**src/design/pjrq_pkg.sv**
```systemverilog
// ----------------------------------------------------------------------------
// pjrq_pkg
// Shared constants, types and helpers of the priority job ring queue.
// ----------------------------------------------------------------------------
package pjrq_pkg;

   localparam int RING_DEPTH = 64;
   localparam int NUM_RINGS  = 4;
   localparam int PTR_W      = (RING_DEPTH > 2) ? $clog2(RING_DEPTH) : 1;
   localparam int RING_W     = 2;
   localparam int ADDR_W     = RING_W + PTR_W;
   localparam int MEM_DEPTH  = NUM_RINGS << PTR_W;
   localparam int HANDLE_W   = 32;
   localparam int FUNC_W     = 32;
   localparam int ARG_W      = 64;
   localparam int ENTRY_W    = HANDLE_W + FUNC_W + ARG_W;

   localparam logic [1:0] MODE_PUSH  = 2'd0;
   localparam logic [1:0] MODE_POP   = 2'd1;
   localparam logic [1:0] MODE_QUERY = 2'd2;

   typedef enum logic [1:0] {
      OP_PUSH,
      OP_POP,
      OP_QUERY,
      OP_NONE
   } op_type;

   // Classified command handed from the front to the back
   typedef struct packed {
      logic                valid;
      op_type              op;
      logic [RING_W-1:0]   prio;
      logic [FUNC_W-1:0]   func;
      logic [ARG_W-1:0]    arg;
      logic [HANDLE_W-1:0] qh;
   } cmd_type;

   // Ring slot increment with wrap at the ring depth
   function automatic logic [PTR_W-1:0] ptr_adv(input logic [PTR_W-1:0] p);
      if (p == PTR_W'(RING_DEPTH - 1)) begin
         return '0;
      end
      return p + PTR_W'(1);
   endfunction

endpackage

```
**src/design/pjrq_front.sv**
```systemverilog
// ----------------------------------------------------------------------------
// pjrq_front
// Accepts request transactions, decodes the mode and queues the commands.
// ----------------------------------------------------------------------------
module pjrq_front
   import pjrq_pkg::*;
(
   input  logic                clock,
   input  logic                reset,
   input  logic                start,
   output logic                busy,
   input  logic [1:0]          req_mode,
   input  logic [RING_W-1:0]   req_priority_req,
   input  logic [FUNC_W-1:0]   req_job_function,
   input  logic [ARG_W-1:0]    req_job_argument,
   input  logic [HANDLE_W-1:0] req_query_handle,
   output cmd_type             cmd,
   input  logic                cmd_take
);

   localparam int QDEPTH = 2;

   cmd_type    q_ff [QDEPTH];
   logic       wr_ptr_ff, wr_ptr_in;
   logic       rd_ptr_ff, rd_ptr_in;
   logic [1:0] cnt_ff, cnt_in;
   op_type     op_dec;
   logic       push;
   logic       pop;

   // Mode decode
   always_comb begin
      unique case (req_mode)
         MODE_PUSH:  op_dec = OP_PUSH;
         MODE_POP:   op_dec = OP_POP;
         MODE_QUERY: op_dec = OP_QUERY;
         default:    op_dec = OP_NONE;
      endcase
   end

   assign busy = (cnt_ff == 2'(QDEPTH));
   assign push = start && !busy;
   assign pop  = cmd_take && (cnt_ff != 2'd0);

   // Queue pointers
   always_comb begin
      wr_ptr_in = push ? !wr_ptr_ff : wr_ptr_ff;
      rd_ptr_in = pop  ? !rd_ptr_ff : rd_ptr_ff;
      cnt_in    = cnt_ff + 2'(push) - 2'(pop);
   end

   always_ff @(posedge clock) begin
      if (reset) begin
         wr_ptr_ff <= 1'b0;
         rd_ptr_ff <= 1'b0;
         cnt_ff    <= 2'd0;
      end else begin
         wr_ptr_ff <= wr_ptr_in;
         rd_ptr_ff <= rd_ptr_in;
         cnt_ff    <= cnt_in;
      end
   end

   // Queue storage
   always_ff @(posedge clock) begin
      if (push) begin
         q_ff[wr_ptr_ff] <= '{valid: 1'b1, op: op_dec, prio: req_priority_req,
                              func: req_job_function, arg: req_job_argument,
                              qh: req_query_handle};
      end
   end

   always_comb begin
      cmd       = q_ff[rd_ptr_ff];
      cmd.valid = (cnt_ff != 2'd0);
   end

endmodule

```
**config.mk**
```make
export PLATFORM = sky130hd
export DESIGN_NAME = pjrq_front
export DESIGN_NICKNAME = d
export VERILOG_FILES = /design/src/design/pjrq_pkg.sv /design/src/design/pjrq_front.sv
export SDC_FILE = /design/constraint.sdc
export NUM_CORES = 1
export LEC_CHECK = 0
export ABC_AREA = 1
export CORE_MARGIN = 3
export CORE_UTILIZATION = 40
export DETAILED_ROUTE_END_ITERATION = 16
export DONT_BUFFER_PORTS = 1
export PLACE_DENSITY = 0.64
export SKIP_LAST_GASP = 1
export SYNTH_ARGS = -nofsm -noshare
export SYNTH_HDL_FRONTEND = slang
export SYNTH_SLANG_ARGS = --single-unit
```
**constraint.sdc**
```tcl
create_clock -name clock -period 14.3 [get_ports clock]
set_input_delay 2.86 -clock clock [delete_from_list [all_inputs] [get_ports clock]]
set_output_delay 2.86 -clock clock [all_outputs]
set_load 0.02 [all_outputs]
```
== Word-level counts from Yosys, hierarchy flattened ==
Memory sizes are Yosys's and may differ from the RTL's. A register that Yosys moved wholly into a read port is not among the register bits.
Index checks and enable logic that the tools add are counted.
Cells by class
  $add $sub $neg: 2
  reductions and logical operators: 7
  multiplexer cells: 5
  equal/unequal tests: 3
Operators by type and width (count)
  2-bit case mux with 3 select lines: 1
  2-bit == test (second input constant): 2
  1-bit 2-to-1 mux: 4
  1-bit logical NOT: 3
  2-bit by 1-bit adder with 2-bit output: 1
  2-bit by 1-bit == test with 1-bit output (second input constant): 1
  1-bit logical AND: 2
  2-bit logical NOT: 1
  2-bit nonzero test: 1
  2-bit by 1-bit subtractor with 2-bit output: 1
Word-level totals
  logic and storage cells: 21
  RAM bits: 264
  memories kept: 1
  output and inout port bits: 134
  register bits after elaboration: 4
  input bits: 136
Memory list
  q_ff: depth 2, bits a word 132, rd ports 1, clocked after memory_dff 1, write ports 1, line pjrq_front.sv:23  | cmd_type q_ff [QDEPTH];

== Logic depth before layout (Yosys ltp) ==
  word-level depth: 5
  gate-level depth with buffers: 11
  gate-level depth less buffers: 11

== Worst setup path before layout ==
Ideal clock, no wire load.
  path type: input-to-reg
  start: in start
  end: mem q_ff[0][0] (netlist bit) (enable)
  data arrival time: 8412 ps
  stages on the path: 2
  path slack: 5264 ps
  path buffers: 0
  path through: nand2_1 -> nor2_1
On the way
  word-level cells in the longest chain between the ends: 3
RTL lines
  start: declaration: line pjrq_front.sv:10  | input logic start,
  1-bit logical AND: line pjrq_front.sv:42  | assign push = start && !busy;
  1-bit 2-to-1 mux: line pjrq_front.sv:66  | if (push) begin
  1-bit 2-to-1 mux (implied by the code): line pjrq_front.sv:67  | q_ff[wr_ptr_ff] <= '{valid: 1'b1, op: op_dec, prio: req_priority_req,
  end: declaration: line pjrq_front.sv:23
Every way passes these cells.

==> flow_summary.json <==
{
  "route.detailed.drc": 0,
  "yosysWarnings": 0,
  "coreArea_um2": 24600,
  "synth_top_area_cell": "edfxtp_1",
  "fmax_mhz": 187,
  "initial_core_util": 0.411,
  "required_ns": 11.44,
  "root_buffer": "clkbuf_16",
  "cts_sinks": 269,
  "hp-start": "rd_ptr_ff",
  "grt_pass1_vias": 4344,
  "nets": 608,
  "maxCapViolations": 0,
  "worst-slew-pin-transition_ns": 1.08,
  "dieArea_um2": 27200,
  "grt_max_degree": 78,
  "dp_cells": 764,
  "cts_hold_buf": 0,
  "cp.arrival_ns": 2.50,
  "die_h_um": 165,
  "total_power_w": 0.00230,
  "syn_area_um2": 10100,
  "antenna_cells": 0,
  "rsz0062_at_grt": "false",
  "row_count": 57,
  "hp-class": "register to register",
  "numCtsBuffers": 28,
  "layoutNonFillerInstCount": 816,
  "grt_pass1_wl_um": 25200,
  "relSlewSlack": 0.278,
  "wl_per_cell_um": 21.8,
  "skew_ns": 0.0158,
  "worstSetupPathType": "register to primary output",
  "synthCells": 452,
  "synth_area_leaders": "edfxtp_1, mux2_4, mux2_2, buf_6, dfxtp_1",
  "cts_resized": 0,
  "chipWidth_um": 165,
  "synth-seq-cells": 269,
  "layout-drive-gt1-share": 0.364,
  "fillers": 2039,
  "grt_use_total": 0.122,
  "critPathCaptureType": "primary output",
  "outcome": "finished, final reports clean",
  "final_max_slew_viol_count": 0,
  "synth.top_cell.area_share": 0.784,
  "h-tree-depth": 1,
  "dr.pass1.iters": 4,
  "clkTransAtPathRegs_ns": 0.06,
  "clk_path_buf_depth": 3,
  "gp_congestion": 0.700,
  "period_share": 0.375,
  "grt-ovfl-total": 0,
  "ir_worst_vdd_v": 0.000131,
  "setup_tns_ns": 0,
  "portBuffers": 0,
  "antenna_found_initial": 0,
  "via_count": 4025,
  "post_cts_buffers": 0,
  "ys_seq_area_frac": 0.794,
  "drt_iter0_drc": 249,
  "clock_latency_ns": 0.53,
  "cp-start-kind": "register",
  "drt-total-wl_um": 17800,
  "io_pins": 270,
  "area_growth_pct": 12.8,
  "syn_avg_cell_area_um2": 22.4,
  "post-dp-hpwl_um": 11800,
  "synth_cell_types": 14,
  "p_leak_nw": 3.88,
  "cts_tree": "yes",
  "worstPathMaxFanout": 64,
  "finalHoldViolCount": 0,
  "r2r-start": "cnt_ff[0]",
  "synth.net_count": 590,
  "ant_nets": 0,
  "p_per_area_nw_per_um2": 201,
  "via_per_inst": 4.93,
  "finalWorstPathRequiredPeriod_ns": 5.36,
  "setup_viol": 0
}
-- state kept, by name, indices dropped and copies added (netlist names), named ones only --
signal,flops
q_ff,264
cnt_ff,2
rd_ptr_ff,1
wr_ptr_ff,1
-- cell usage after synthesis, drive strengths merged --
master,instances
a21oi,2
buf,15
clkbuf,2
dfxtp,5
edfxtp,264
ha,2
inv,10
mux2,132
nand2,8
nand3,3
nor2,9
-- cell usage in the layout, fill, tap and decap left out --
cell type	instances
edfxtp_1	264
mux2_4	80
mux2_2	52
clkbuf_16	29
inv_1	9
nor2_1	8
nand2_1	8
clkbuf_1	8
bufinv_16	6
clkinv_1	5
buf_4	5
dfxtp_1	4
nand3_1	3
inv_6	2
a21oi_1	2
ha_1	2
clkinv_2	2
nor2_4	1
dfxtp_4	1
clkinv_4	1
-- kinds of logic (layout without fill, tap and decap cells) --
group,count (synthesis),count (layout),share of synthesized area
AO/OA/AOI/OAI,2,2,0.000990
adder cells (fa/ha/maj),2,2,0.00247
buffers and inverters,27,67,0.0184
multiplexers,132,132,0.177
flip-flops,269,269,0.794
AND/OR/NAND/NOR,20,20,0.00779
-- layer usage --
metal | vias to the layer above | GRT usage | wire length, um
met4 | 0 | 0.0335 | 315
met2 | 209 | 0.212 | 8980
met5 | - | 0 | 0
met1 | 1987 | 0.124 | 5850
li1 | 1799 | - | -
met3 | 30 | 0.0710 | 2640
-- worst max-delay path, cell delays in order, from the launching register on --
cell and delay (ns):
dfxtp_4 0.64, buf_4 0.77, mux2_2 0.48
-- path summary, 6_finish.rpt --
path | cells after the start | slack [ns] | endpoint
setup / recovery | 2 | 8.94 | cmd[7]
setup reg to reg | 5 | 11.81 | q_ff[1][118]
hold / removal | 2 | 0.52 | rd_ptr_ff
hold reg to reg | 2 | 0.52 | rd_ptr_ff
-- final cells by class --
cell class / count / area, um^2 / share of cell area
tap: 324 / 405 / 0.0355
timing repair buffer: 5 / 37.5 / 0.00329
sequential: 269 / 8030 / 0.704
clock inverter: 15 / 226 / 0.0199
inverter: 10 / 42.5 / 0.00373
multi-input combinational: 156 / 1910 / 0.167
clock buffer: 37 / 756 / 0.0662
-- through the flow --
stage	hold slack, ns	area, um^2	util	worst slack [ns]
CTS	0.536	11400	0.464	8.89
floorplan	0.467	10100	-	5.26
global placement	0.487	10400	0.424	9.50
detailed placement	0.524	10400	0.424	9.45
finish	0.524	11400	0.464	8.94
global route	0.561	11400	0.464	8.78
-- report_power, final --
group / internal, W / switching [W] / total, W
clock network: 0.000479 / 0.000275 / 0.000754
logic: 0.000179 / 0.000322 / 0.000500
registers: 0.00100 / 0.0000390 / 0.00104
total: 0.00166 / 0.000636 / 0.00230
No activity file was read; power rests on OpenSTA's default activity.
